==> config.mk <==
export PLATFORM = sky130hd
export DESIGN_NAME = psms_xform
export DESIGN_NICKNAME = d
export VERILOG_FILES = /design/src/rtl/psms_pkg.sv /design/src/rtl/psms_xform.sv
export SDC_FILE = /design/constraint.sdc
export NUM_CORES = 2
export LEC_CHECK = 0
export ABC_AREA = 1
export BUFFER_PORTS_ARGS = -buffer_cell sky130_fd_sc_hd__buf_2
export CAP_MARGIN = 20
export CORE_MARGIN = 4
export CORE_UTILIZATION = 36
export CTS_BUF_LIST = sky130_fd_sc_hd__clkbuf_4
export DETAILED_ROUTE_END_ITERATION = 10
export PLACE_DENSITY = 0.59
export SKIP_CTS_REPAIR_TIMING = 1
export SYNTH_ARGS = -nofsm -noshare
export SYNTH_HDL_FRONTEND = slang
export SYNTH_SLANG_ARGS = --single-unit
==> constraint.sdc <==
create_clock -name clock -period 8 [get_ports clock]
set_clock_uncertainty 0.15 [all_clocks]
set_input_delay 0.4 -clock clock [delete_from_list [all_inputs] [get_ports clock]]
set_output_delay 0.4 -clock clock [all_outputs]
set_load 0.05 [all_outputs]
==> src/rtl/psms_pkg.sv <==
// ----------------------------------------------------------------------------
// psms_pkg : shared types and constants for the scan-match scorer
// Field widths, register index codes, reset values and the structs that
// pass between the transform, memory and control blocks.
// ----------------------------------------------------------------------------
`default_nettype none

package psms_pkg;

   // request / result field widths
   localparam int MAP_ADDR_W  = 18;
   localparam int MAP_VALUE_W = 8;
   localparam int POINT_W     = 16;
   localparam int SCORE_W     = 20;

   // pose and map size register widths
   localparam int TRIG_W = 18;
   localparam int POSE_W = 26;
   localparam int SIZE_W = 10;

   // transform arithmetic: 16 x 18 products, then two products plus offset
   localparam int PROD_W = POINT_W + TRIG_W;
   localparam int SUM_W  = PROD_W + 2;

   // size limit compare width, holds any map dimension up to 4096
   localparam int LIM_W = 13;

   // largest addressable store
   localparam int ADDR_SPACE = 1 << MAP_ADDR_W;

   // saturation point of the running sum
   localparam logic [SCORE_W-1:0] SUM_MAX = {SCORE_W{1'b1}};

   // register port
   localparam int CSR_DATA_W = 32;
   localparam int CSR_ADDR_W = 5;
   localparam int CSR_IDX_W  = 3;

   localparam logic [CSR_IDX_W-1:0] CSR_IDX_COS    = 3'd0;
   localparam logic [CSR_IDX_W-1:0] CSR_IDX_SIN    = 3'd1;
   localparam logic [CSR_IDX_W-1:0] CSR_IDX_POSE_X = 3'd2;
   localparam logic [CSR_IDX_W-1:0] CSR_IDX_POSE_Y = 3'd3;
   localparam logic [CSR_IDX_W-1:0] CSR_IDX_WIDTH  = 3'd4;
   localparam logic [CSR_IDX_W-1:0] CSR_IDX_HEIGHT = 3'd5;

   localparam logic signed [TRIG_W-1:0] COS_RESET  = 18'sh10000;
   localparam logic signed [TRIG_W-1:0] SIN_RESET  = '0;
   localparam logic signed [POSE_W-1:0] POSE_RESET = '0;
   localparam logic [SIZE_W-1:0]        SIZE_RESET = 10'd512;

   // request kinds
   localparam logic REQ_WRITE = 1'b0;
   localparam logic REQ_SCORE = 1'b1;

   // pose and map size as held by the register block
   typedef struct packed {
      logic signed [TRIG_W-1:0] cos_q16;
      logic signed [TRIG_W-1:0] sin_q16;
      logic signed [POSE_W-1:0] pose_x_fixed;
      logic signed [POSE_W-1:0] pose_y_fixed;
      logic [SIZE_W-1:0]        cols_in_use;
      logic [SIZE_W-1:0]        rows_in_use;
   } psms_cfg_type;

   // per-stage control: wr marks a map write, hit a memory access,
   // last a score request that closes the scan
   typedef struct packed {
      logic valid;
      logic wr;
      logic hit;
      logic last;
   } psms_ctl_type;

endpackage

`default_nettype wire

==> src/rtl/psms_xform.sv <==
// ----------------------------------------------------------------------------
// psms_xform : point transform and map address pipeline
// Three stages: rotation products, sum with offset, floor shift with bounds
// check and map index. Map writes ride the same stages to keep order.
// ----------------------------------------------------------------------------
`default_nettype none

module psms_xform #(
   parameter int MAP_MAX_WIDTH  = 512,
   parameter int MAP_MAX_HEIGHT = 512,
   parameter int FRAC_BITS      = 16,
   parameter int STORE_DEPTH    = 262144
) (
   input  wire logic                                clock,
   input  wire logic                                reset,
   input  wire logic                                adv,
   input  wire logic                                acc,
   input  wire logic                                req_type,
   input  wire logic [psms_pkg::MAP_ADDR_W-1:0]     map_addr,
   input  wire logic [psms_pkg::MAP_VALUE_W-1:0]    map_value,
   input  wire logic signed [psms_pkg::POINT_W-1:0] point_x,
   input  wire logic signed [psms_pkg::POINT_W-1:0] point_y,
   input  wire logic                                last_point,
   input  wire psms_pkg::psms_cfg_type              cfg,
   output      psms_pkg::psms_ctl_type              ctl,
   output      logic [$clog2(STORE_DEPTH)-1:0]      mem_addr,
   output      logic [psms_pkg::MAP_VALUE_W-1:0]    mem_wdata
);
   import psms_pkg::*;

   localparam int AW      = $clog2(STORE_DEPTH);
   localparam int COORD_W = SUM_W - FRAC_BITS;
   localparam int MAG_W   = COORD_W - 1;
   localparam int XW      = $clog2(MAP_MAX_WIDTH);
   localparam int YW      = $clog2(MAP_MAX_HEIGHT);
   localparam int IDX_W   = $clog2(MAP_MAX_WIDTH * MAP_MAX_HEIGHT);

   // stage 1: products
   psms_ctl_type               s1_ctl_ff, s1_ctl_in;
   logic signed [PROD_W-1:0]   s1_xc_ff, s1_xc_in;
   logic signed [PROD_W-1:0]   s1_ys_ff, s1_ys_in;
   logic signed [PROD_W-1:0]   s1_xs_ff, s1_xs_in;
   logic signed [PROD_W-1:0]   s1_yc_ff, s1_yc_in;
   logic [MAP_ADDR_W-1:0]      s1_addr_ff, s1_addr_in;
   logic [MAP_VALUE_W-1:0]     s1_value_ff, s1_value_in;

   // stage 2: sums
   psms_ctl_type               s2_ctl_ff, s2_ctl_in;
   logic signed [SUM_W-1:0]    s2_sx_ff, s2_sx_in;
   logic signed [SUM_W-1:0]    s2_sy_ff, s2_sy_in;
   logic [MAP_ADDR_W-1:0]      s2_addr_ff, s2_addr_in;
   logic [MAP_VALUE_W-1:0]     s2_value_ff, s2_value_in;

   // stage 3: memory command
   psms_ctl_type               s3_ctl_ff, s3_ctl_in;
   logic [AW-1:0]              s3_addr_ff, s3_addr_in;
   logic [MAP_VALUE_W-1:0]     s3_value_ff, s3_value_in;

   // stage 3 working signals
   logic signed [COORD_W-1:0]  nx, ny;
   logic [LIM_W-1:0]           wlim, hlim;
   logic                       in_map;
   logic                       wr_in_store;
   logic [IDX_W-1:0]           idx;

   // products of the rotation
   always_comb begin
      s1_ctl_in.valid = acc;
      s1_ctl_in.wr    = (req_type == REQ_WRITE);
      s1_ctl_in.hit   = 1'b0;
      s1_ctl_in.last  = (req_type == REQ_SCORE) & last_point;
      s1_xc_in        = point_x * cfg.cos_q16;
      s1_ys_in        = point_y * cfg.sin_q16;
      s1_xs_in        = point_x * cfg.sin_q16;
      s1_yc_in        = point_y * cfg.cos_q16;
      s1_addr_in      = map_addr;
      s1_value_in     = map_value;
   end

   // rotated point plus translation
   always_comb begin
      s2_ctl_in   = s1_ctl_ff;
      s2_sx_in    = SUM_W'(s1_xc_ff) - SUM_W'(s1_ys_ff) + SUM_W'(cfg.pose_x_fixed);
      s2_sy_in    = SUM_W'(s1_xs_ff) + SUM_W'(s1_yc_ff) + SUM_W'(cfg.pose_y_fixed);
      s2_addr_in  = s1_addr_ff;
      s2_value_in = s1_value_ff;
   end

   // floor shift, map bounds and row-major index
   always_comb begin
      nx   = s2_sx_ff[SUM_W-1:FRAC_BITS];
      ny   = s2_sy_ff[SUM_W-1:FRAC_BITS];
      wlim = ({3'b000, cfg.cols_in_use} > LIM_W'(MAP_MAX_WIDTH)) ?
             LIM_W'(MAP_MAX_WIDTH) : {3'b000, cfg.cols_in_use};
      hlim = ({3'b000, cfg.rows_in_use} > LIM_W'(MAP_MAX_HEIGHT)) ?
             LIM_W'(MAP_MAX_HEIGHT) : {3'b000, cfg.rows_in_use};
      in_map = !nx[COORD_W-1] && !ny[COORD_W-1] &&
               (nx[MAG_W-1:0] < MAG_W'(wlim)) && (ny[MAG_W-1:0] < MAG_W'(hlim));
      idx  = IDX_W'(ny[YW-1:0]) * IDX_W'(MAP_MAX_WIDTH) + IDX_W'(nx[XW-1:0]);
      wr_in_store = ({1'b0, s2_addr_ff} < (MAP_ADDR_W+1)'(STORE_DEPTH));

      s3_ctl_in     = s2_ctl_ff;
      s3_ctl_in.hit = s2_ctl_ff.wr ? wr_in_store : in_map;
      s3_addr_in    = s2_ctl_ff.wr ? s2_addr_ff[AW-1:0] : idx[AW-1:0];
      s3_value_in   = s2_value_ff;
   end

   // control
   always_ff @(posedge clock) begin
      if (reset) begin
         s1_ctl_ff <= '0;
         s2_ctl_ff <= '0;
         s3_ctl_ff <= '0;
      end else if (adv) begin
         s1_ctl_ff <= s1_ctl_in;
         s2_ctl_ff <= s2_ctl_in;
         s3_ctl_ff <= s3_ctl_in;
      end
   end

   // payload
   always_ff @(posedge clock) begin
      if (adv) begin
         s1_xc_ff    <= s1_xc_in;
         s1_ys_ff    <= s1_ys_in;
         s1_xs_ff    <= s1_xs_in;
         s1_yc_ff    <= s1_yc_in;
         s1_addr_ff  <= s1_addr_in;
         s1_value_ff <= s1_value_in;
         s2_sx_ff    <= s2_sx_in;
         s2_sy_ff    <= s2_sy_in;
         s2_addr_ff  <= s2_addr_in;
         s2_value_ff <= s2_value_in;
         s3_addr_ff  <= s3_addr_in;
         s3_value_ff <= s3_value_in;
      end
   end

   assign ctl       = s3_ctl_ff;
   assign mem_addr  = s3_addr_ff;
   assign mem_wdata = s3_value_ff;

endmodule

`default_nettype wire

==> results by group <==
Placed design
  – Dpl hpwl: 157000 µm
  – GPL Wtd Cong: 0.955
  – I/O Buffers: 201

Drt
  – Iter 0 DRT Violations: 3170
  – Aggregate routed wire length: 189000 µm
  – ANT nets after route: 0
  – 1st-pass router iterations: 5
  – Detailed-route via count: 47854
  – Via/cell ratio: 4.81
  – DRC Markers: 0
  – Wire length per cell: 19.0 µm

GRT
  – Initial antenna violation count: 21
  – Vias in the first global route: 50497
  – Largest net degree at the start of global routing: 143
  – All-Layer GR Usage: 21.8%
  – First-pass GRT wire length: 294000 µm
  – Remaining Overflow, GRT: 0

Floorplan
  – Die area: 176000 µm²
  – Die width: 420 µm
  – Die Y: 420 µm
  – Core Box Area: 168000 µm²
  – Num ports: 202
  – Starting Density: 36.4%
  – Row count: 150

Setup path
  – Critical Path, Cell by Cell: buf_2 > nand2_1 > inv_1 > fa_1 > fa_1 > fa_1 > fa_1 > fa_1 > inv_1 > fa_1 > inv_1 > ha_1 > nand2_1 > nor2_1 > inv_1 > nor2_1 > nand3_1 > nand3_1 > xor2_1
  – Worst setup EP type: flip-flop
  – CP Launch Type: input port
  – CP Max Fanout: 36
  – CP top delay family: adder cells
  – Crit path buffers/inverters: 5
  – Kind of critical path: input port to flip-flop
  – Crit path required time: 8470 ps
  – Crit path DAT: roughly 6600 ps
  – Crit path largest cell delay: 910 ps
  – Crit path top cell by count: fa_1
  – CP max stage cell: fa_1

Clock network
  – CTS tree: done
  – Clock sink total: 264
  – CTS Buf Count: 79
  – Reg clk slew, reported paths: 60 ps
  – H-tree levels: 3
  – Worst-Skew Late Latency: 930 ps
  – CTS Buffer Depth: 3
  – Root Buffer: clkbuf_4

Timing
  – Hold Worst Slack: 63.9 ps
  – Tcrit/Tclk final: 76.7%
  – FMAX: 163 MHz
  – Final Hold Violating Endpoints: 0
  – Setup TNS: 0 ps
  – Rel. slew slack: 25.5%
  – Final Slew Violations: 0
  – Setup Viol. Count Final: 0
  – Clock period minus worst slack: 6140 ps
  – Worst slew pin tran: 1120 ps
  – Unrepaired setup endpoints after global routing: false

Flow run
  – Max-cap viol count: 0

Yosys
  – Post-Synth Simple-Gate Area: roughly 17%
  – Adder-cell area share of the yosys netlist: approximately half
  – Mux contribution to synthesized area: less than 1%
  – Post-Syn Instances: 7521
  – Mapped Nets: 9350
  – Number of synthesized flops with an enable pin: between 200 and 300
  – Mapped Area: 61100 µm²
  – Combinational family with the most area after synthesis: adder cells
  – Compound-Gate Fraction of Synth Area: 4.07%
  – Synth async-reset ratio: 0%
  – Ys flop type: edfxtp_1
  – FF+latch count, synth: 264
  – Synthesis warning total: 0
  – Synth Area per Inst: 8.12 µm²
  – Xor-xnor portion of the synthesized cell area: 1.97%
  – Distinct cell type count after synthesis: 47
  – Seq/Total Area, Yosys: 12.8%

Finish
  – Fin nets: 9501
  – Fillers: 17106
  – Share of cells above drive strength 1: 6.17%
  – P&R area growth vs syn: 8.02%
  – Final core utilization: between 30% and 40%

Hold path
  – Worst min path class: input port to flip-flop

Run status
  – Status: finished clean
-- final cells by class --
class	count	area [µm²]	area share, %
repair buffers	309	1950	2.95
inverters	2208	8290	12.6
flip-flops and latches	264	7830	11.9
multi-input cells	4810	44100	66.8
diodes	11	27.5	0.0417
well taps	2204	2760	4.18
clock inverters	30	282	0.427
clock buffers	105	788	1.19
-- stage by stage --
| step | area (µm²) | worst slack (ps) | instances |
|---|---|---|---|
| floorplan | 61100 | 2090 | 7521 |
| detailed placement | 64500 | 1020 | 9757 |
| global placement | 64500 | 1080 | 9757 |
| global route | 66000 | 1640 | 9937 |
| CTS | 65600 | 2020 | 9892 |
| finish | 66000 | 1860 | 9941 |
-- final timing paths --
check / depth (start not counted) / slack (ps) / to / start
hold / removal: 9 / 60 / ctl[1] / cfg[0]
hold reg to reg: 0 / 260 / s2_addr_ff[16] / s1_addr_ff[16]
setup reg to reg: 9 / 4760 / s2_sy_ff[35] / s1_xs_ff[33]
setup / recovery: 19 / 1860 / s1_xc_ff[26] / point_x[2]
-- state kept, by name, indices dropped and copies added, names as in the netlist --
| signal | cells |
|---|---|
| s1_xc_ff | 34 |
| s1_xs_ff | 34 |
| s1_yc_ff | 34 |
| s1_ys_ff | 34 |
| s2_sx_ff | 20 |
| s2_sy_ff | 20 |
| mem_addr | 18 |
| s1_addr_ff | 18 |
| s2_addr_ff | 18 |
| mem_wdata | 8 |
| s1_value_ff | 8 |
| s2_value_ff | 8 |
| ctl | 4 |
| s1_ctl_ff | 3 |
| s2_ctl_ff | 3 |
-- cells in the final DEF (no fill, tap or decap), drive strengths merged, types with 21 or more instances in the layout --
master / instances
a21o: 31
a21oi: 225
buf: 271
clkbuf: 105
clkinv: 25
dlygate4sd3: 38
edfxtp: 254
fa: 1226
ha: 431
inv: 2207
nand2: 1859
nand3: 180
nand4: 35
nor2: 393
nor3: 49
o21ai: 129
o21bai: 21
xnor2: 38
xor2: 98
-- worst register-to-register path: cells and delay by family (launching register included) --
family,cells,cell delay (ps)
adders and majority gates,2,1020
buffers and inverters,1,130
DFF,1,550
and+or+nand+nor,6,1060
-- synth_stat cells (all sizes together) (9+ instances only) --
master	instances	area, µm²
nor2	393	1510
nand2	1859	7020
o211ai	10	95.1
xnor2	38	348
nor3	49	260
dfxtp	10	200
edfxtp	254	7630
a21oi	225	1140
xor2	98	858
buf	9	36.3
a21o	31	234
nor4	13	109
fa	1226	24500
o21bai	21	158
ha	431	5390
or2	11	68.8
clkbuf	230	863
nand4	35	219
inv	2208	8290
mux2	18	203
a21boi	12	101
nand3	180	946
o21ai	129	664
-- cells by family after synthesis --
kind of cell | count (synthesis)
and+or+nand+nor | 2558
AOI/OAI and AO/OA | 441
muxes | 18
DFF | 264
xor gates and xnor gates | 136
adders and majority gates | 1657
buffers and inverters | 2447
-- metal layers --
layer / share of wire [%] / vias to the layer above / track usage, %
met5: 0.012 / - / 0
met4: 2.4 / 4 / 5.39
met3: 6.5 / 272 / 3.18
met2: 47 / 1608 / 36.1
met1: 44 / 23876 / 30.0
li1: - / 22094 / -
Power is not shown: default switching activity piles up to over one toggle a cycle in this logic, so the estimate is an artifact.
